[src/hw/rtl/lspq_pkg.sv]
// ----------------------------------------------------------------------------
// lspq_pkg
// Shared types and codes of the linear-scan priority queue: entry layout,
// result status codes, item kinds and the scan compare control bundle.
// ----------------------------------------------------------------------------
package lspq_pkg;

    localparam int VALUE_W  = 32;
    localparam int PRIO_W   = 16;
    localparam int OCC_W    = 9;
    localparam int STATUS_W = 2;

    typedef logic [STATUS_W-1:0] t_status;

    // result status codes
    localparam t_status ST_ENQUEUED = 2'd0;
    localparam t_status ST_DEQUEUED = 2'd1;
    localparam t_status ST_EMPTY    = 2'd2;
    localparam t_status ST_FULL     = 2'd3;

    // item kinds
    localparam logic KIND_ENQ = 1'b0;
    localparam logic KIND_DEQ = 1'b1;

    // order mode: 1 takes highest priority first
    localparam logic MODE_LOWEST  = 1'b0;
    localparam logic MODE_HIGHEST = 1'b1;
    localparam logic MODE_RESET   = MODE_HIGHEST;

    // one stored table entry
    typedef struct packed {
        logic signed [VALUE_W-1:0] value;
        logic signed [PRIO_W-1:0]  prio;
    } t_entry;

    localparam int ENTRY_W = $bits(t_entry);

    // control that goes with each read beat into the select unit
    typedef struct packed {
        logic valid;    // read data of a scanned entry arrives this cycle
        logic first;    // first entry of the scan, taken unconditionally
        logic highest;  // order mode
    } t_cmp_ctl;

endpackage

[src/hw/rtl/lspq_select.sv]
// ----------------------------------------------------------------------------
// lspq_select
// Running best-entry tracker for the scan: compares each read beat with the
// current pick and keeps the winner and its table index.
// ----------------------------------------------------------------------------
module lspq_select #(
    parameter int ADDR_W = 8
) (
    input  logic                i_clk,
    input  lspq_pkg::t_cmp_ctl  i_ctl,
    input  logic [ADDR_W-1:0]   i_idx,
    input  lspq_pkg::t_entry    i_data,
    output lspq_pkg::t_entry    o_best,
    output logic [ADDR_W-1:0]   o_best_idx
);

    import lspq_pkg::*;

    t_entry            r_best;
    logic [ADDR_W-1:0] r_best_idx;
    logic              w_better;
    logic              w_take;

    // priority decides per mode; equal priority goes to the larger value
    always_comb begin
        if ($signed(i_data.prio) != $signed(r_best.prio)) begin
            w_better = i_ctl.highest ? ($signed(i_data.prio) > $signed(r_best.prio))
                                     : ($signed(i_data.prio) < $signed(r_best.prio));
        end else begin
            w_better = $signed(i_data.value) > $signed(r_best.value);
        end
    end

    assign w_take = i_ctl.valid && (i_ctl.first || w_better);

    // hold the pick
    always_ff @(posedge i_clk) begin
        if (w_take) begin
            r_best     <= i_data;
            r_best_idx <= i_idx;
        end
    end

    assign o_best     = r_best;
    assign o_best_idx = r_best_idx;

endmodule

[config.mk]
export PLATFORM = sky130hd
export DESIGN_NAME = lspq_select
export DESIGN_NICKNAME = d
export VERILOG_FILES = /design/src/hw/rtl/lspq_pkg.sv /design/src/hw/rtl/lspq_select.sv
export SDC_FILE = /design/constraint.sdc
export NUM_CORES = 1
export LEC_CHECK = 0
export ABC_AREA = 1
export BUFFER_PORTS_ARGS = -buffer_cell sky130_fd_sc_hd__buf_2
export CAP_MARGIN = 30
export CORE_MARGIN = 2
export CORE_UTILIZATION = 53
export CTS_CLUSTER_SIZE = 8
export DETAILED_ROUTE_END_ITERATION = 16
export HOLD_SLACK_MARGIN = 0.02
export PLACE_DENSITY_LB_ADDON = 0.15
export RECOVER_POWER = 50
export SYNTH_ARGS = -nofsm -noshare
export SYNTH_HDL_FRONTEND = slang
export SYNTH_SLANG_ARGS = --single-unit
[constraint.sdc]
create_clock -name i_clk -period 11.42 [get_ports i_clk]
set_input_delay 2.284 -clock i_clk [delete_from_list [all_inputs] [get_ports i_clk]]
set_output_delay 2.284 -clock i_clk [all_outputs]
set_load 0.01 [all_outputs]
==> results.toml <==
[pwr]
intPower_uw = 374
powerDensity_mw_per_mm2 = 135
p_clk_frac = 0.306
pwr-share-comb = 0.189
vdd_drop_max_uv = 80.4
pwr-share-seq = 0.504
power_switching_share = 0.261
p_switching_uw = 132
p_leak_uw = 0.00181

[global_route]
first_global_vias = 2095
grt_start_max_net_pins = 40
antenna_found_initial = 0
grt_first_pass_wirelength_um = 8890
overflow = 0
gr-usage-all-layers = 0.184

[synth]
ys_ff_latch = 56
synth_warnings = 0
syn_inst = 275
syn-cell-area_mm2 = 0.00301
syn_nets = 383
avgSynthCellArea_um2 = 10.9
ys_seq_area_frac = 0.560
ys_types = 15

[worst_setup_path]
start_kind = "input pin"
crit_type = "input pin to flip-flop"
cp_slowest_cell = "buf_4"
rrSetupSlack_ns = 8.45
critPathCaptureType = "flip-flop"
crit_fanout = 39
crit_family = "simple AND/OR/NAND/NOR gates"
cp_slowest_stage_delay_ns = 0.55
worstPathRequired_ns = 11.38
crit_buf_inv = 2
critical_path_arrival_ns = 4.60
cp_cell_sequence = "clkbuf_1, ha_1, nand2_1, nor2_1, and2_1, and3_1, nand2_1, nand3_1, nand3_1, a21oi_4, buf_4"

[clocking]
cts_max_path_buffers = 2
htree_num_levels = 2
numCtsBuffers = 5
cts-hold-fix-buffers = 0
cts.repair.resized = 0
cts.clk_slew.worst_paths_ns = 0.10
postCtsSetupRepairBufs = 0
clockRootBuffer = "clkbuf_8"
cts_tree = "done"
cts.sinks = 56
worstSkewPairLatency_ns = 0.31

[routing]
drc = 0
vias_per_cell = 4.80
maxUsedRoutingLayer = "met4"
wl_met2_um = 2780
drtIter0Drc = 85
firstDrtPassIters = 4
totalWireLength_um = 5780
wl_met3_um = 396
vias = 2262
wl_per_cell_um = 12.3
drt-met1-wl_um = 2510
postRouteAntennaNets = 0

[floorplan]
die_h_um = 79.3
start_util = 0.546
boundaryPins = 116
coreArea_mm2 = 0.00551
dieWidth_um = 79.3
die_area_mm2 = 0.00629
std_cell_rows = 27

[timing]
finalCriticalPeriod_ns = 4.64
drv_slew = 0
rsz0062_at_grt = "no"
layout_worst_path_cycle_share = 0.406
tns_ns = 0
fin_worst_skew_ns = 0.00978
finalHoldViolCount = 0
relSlewSlack = 0.586
setup_viol = 0
tightest_slew_ns = 0.619
layout_setup_ws_ns = 6.78
fmax_ghz = 0.216

[place]
place_hpwl_um = 4620
gp_congestion = 0.773
io_buffer_count = 115
dp_worst_setup_slack_ns = 6.43

[finish]
n_antenna_cell = 0
nFillCells = 484
fin_util = 0.680
area_growth_pct = 24.6
layout-drive-gt1-share = 0.153
fin_nets = 506

[run_status]
outcome = "finished, final reports clean"

[hold_path]
hold_path.class = "flip-flop to flip-flop"

[job]
maxCapViolCount = 0
per-stage QoR:
step                      cells  power, uW  area, um^2  hold slack [ns]
after floorplan             275        319        3010             1.57
after global placement      463        357        3690             1.19
after detailed placement    463        361        3690             1.20
after CTS                   471        515        3820             1.23
after global routing        471        533        3740             1.34
final                       471        506        3740             1.21
final timing paths:
check                             end            startpoint  cells after the start
setup reg to reg  o_best[3]$_DFFE_PP_  o_best[47]$_DFFE_PP_                     11
setup / recovery  o_best[3]$_DFFE_PP_            i_data[47]                     11
hold / removal    o_best[9]$_DFFE_PP_  o_best[47]$_DFFE_PP_                      5
hold reg to reg   o_best[9]$_DFFE_PP_  o_best[47]$_DFFE_PP_                      5
cell usage in the layout, fill, tap and decap left out, types with 2 or more instances in the layout:
cell,count
clkbuf_1,64
inv_1,60
edfxtp_1,56
buf_2,51
nand2_1,49
ha_1,48
a21oi_1,22
nor2_1,18
nand3_1,6
clkbuf_8,5
o21ai_0,4
a21o_1,3
nand4_1,3
o21a_1,2
bufinv_16,2
kinds of logic (layout without fill, tap and decap cells):
logic type	count (synthesis)	in the layout	share of synthesized area
buf+inv	60	184	0.0749
fa+ha+maj	48	48	0.200
compound gates	32	32	0.0587
flops	56	56	0.560
xor+xnor	1	1	0.00291
simple gates	78	78	0.104
cell usage after synthesis:
library cell	count	share of area
inv_1	60	0.075
edfxtp_1	56	0.56
o21ai_0	4	0.0067
o21a_1	2	0.0050
and3_1	1	0.0021
a21oi_2	1	0.0029
and2_1	1	0.0021
nand2_1	49	0.061
xnor2_1	1	0.0029
nand3_1	6	0.010
ha_1	48	0.20
a21oi_1	22	0.037
nand4_1	3	0.0062
a21o_1	3	0.0075
nor2_1	18	0.022
worst min-delay path, stage by stage, from the launching register on:
cell and delay, ns:
edfxtp_1 0.40, inv_1 0.07, ha_1 0.17, nand3_1 0.09, nand3_1 0.13, a21oi_4 0.18
layout make-up:
class                      count  area (um^2)  area share
sequential                    56         1680       0.449
multi-input combinational    159         1110       0.295
timing repair buffer         116          503       0.134
inverter                      60          225      0.0602
tap                           72         90.1      0.0241
clock buffer                   5         68.8      0.0184
clock inverter                 3         68.8      0.0184
power by group through the flow:
stage          sequential (uW)  combinational [uW]  clock (uW)
2_1_floorplan              269                49.4           0
3_3_place_gp               259                97.5           0
3_5_place_dp               260                 101           0
4_1_cts                    255                 102         158
5_1_grt                    258                 110         165
6_report                   255                96.0         155
sequential cells by signal (all words and copies together) (netlist names):
| name | cells |
|---|---|
| o_best_idx | 8 |
| o_best | 48 |
metal layers:
| layer | global-route usage | up-vias |
|---|---|---|
| met3 | 0.0432 | 8 |
| met2 | 0.319 | 87 |
| met1 | 0.226 | 1001 |
| met4 | 0.0638 | 0 |
| li1 | - | 1166 |
| met5 | 0 | - |
(Power assumes the default switching activity.)
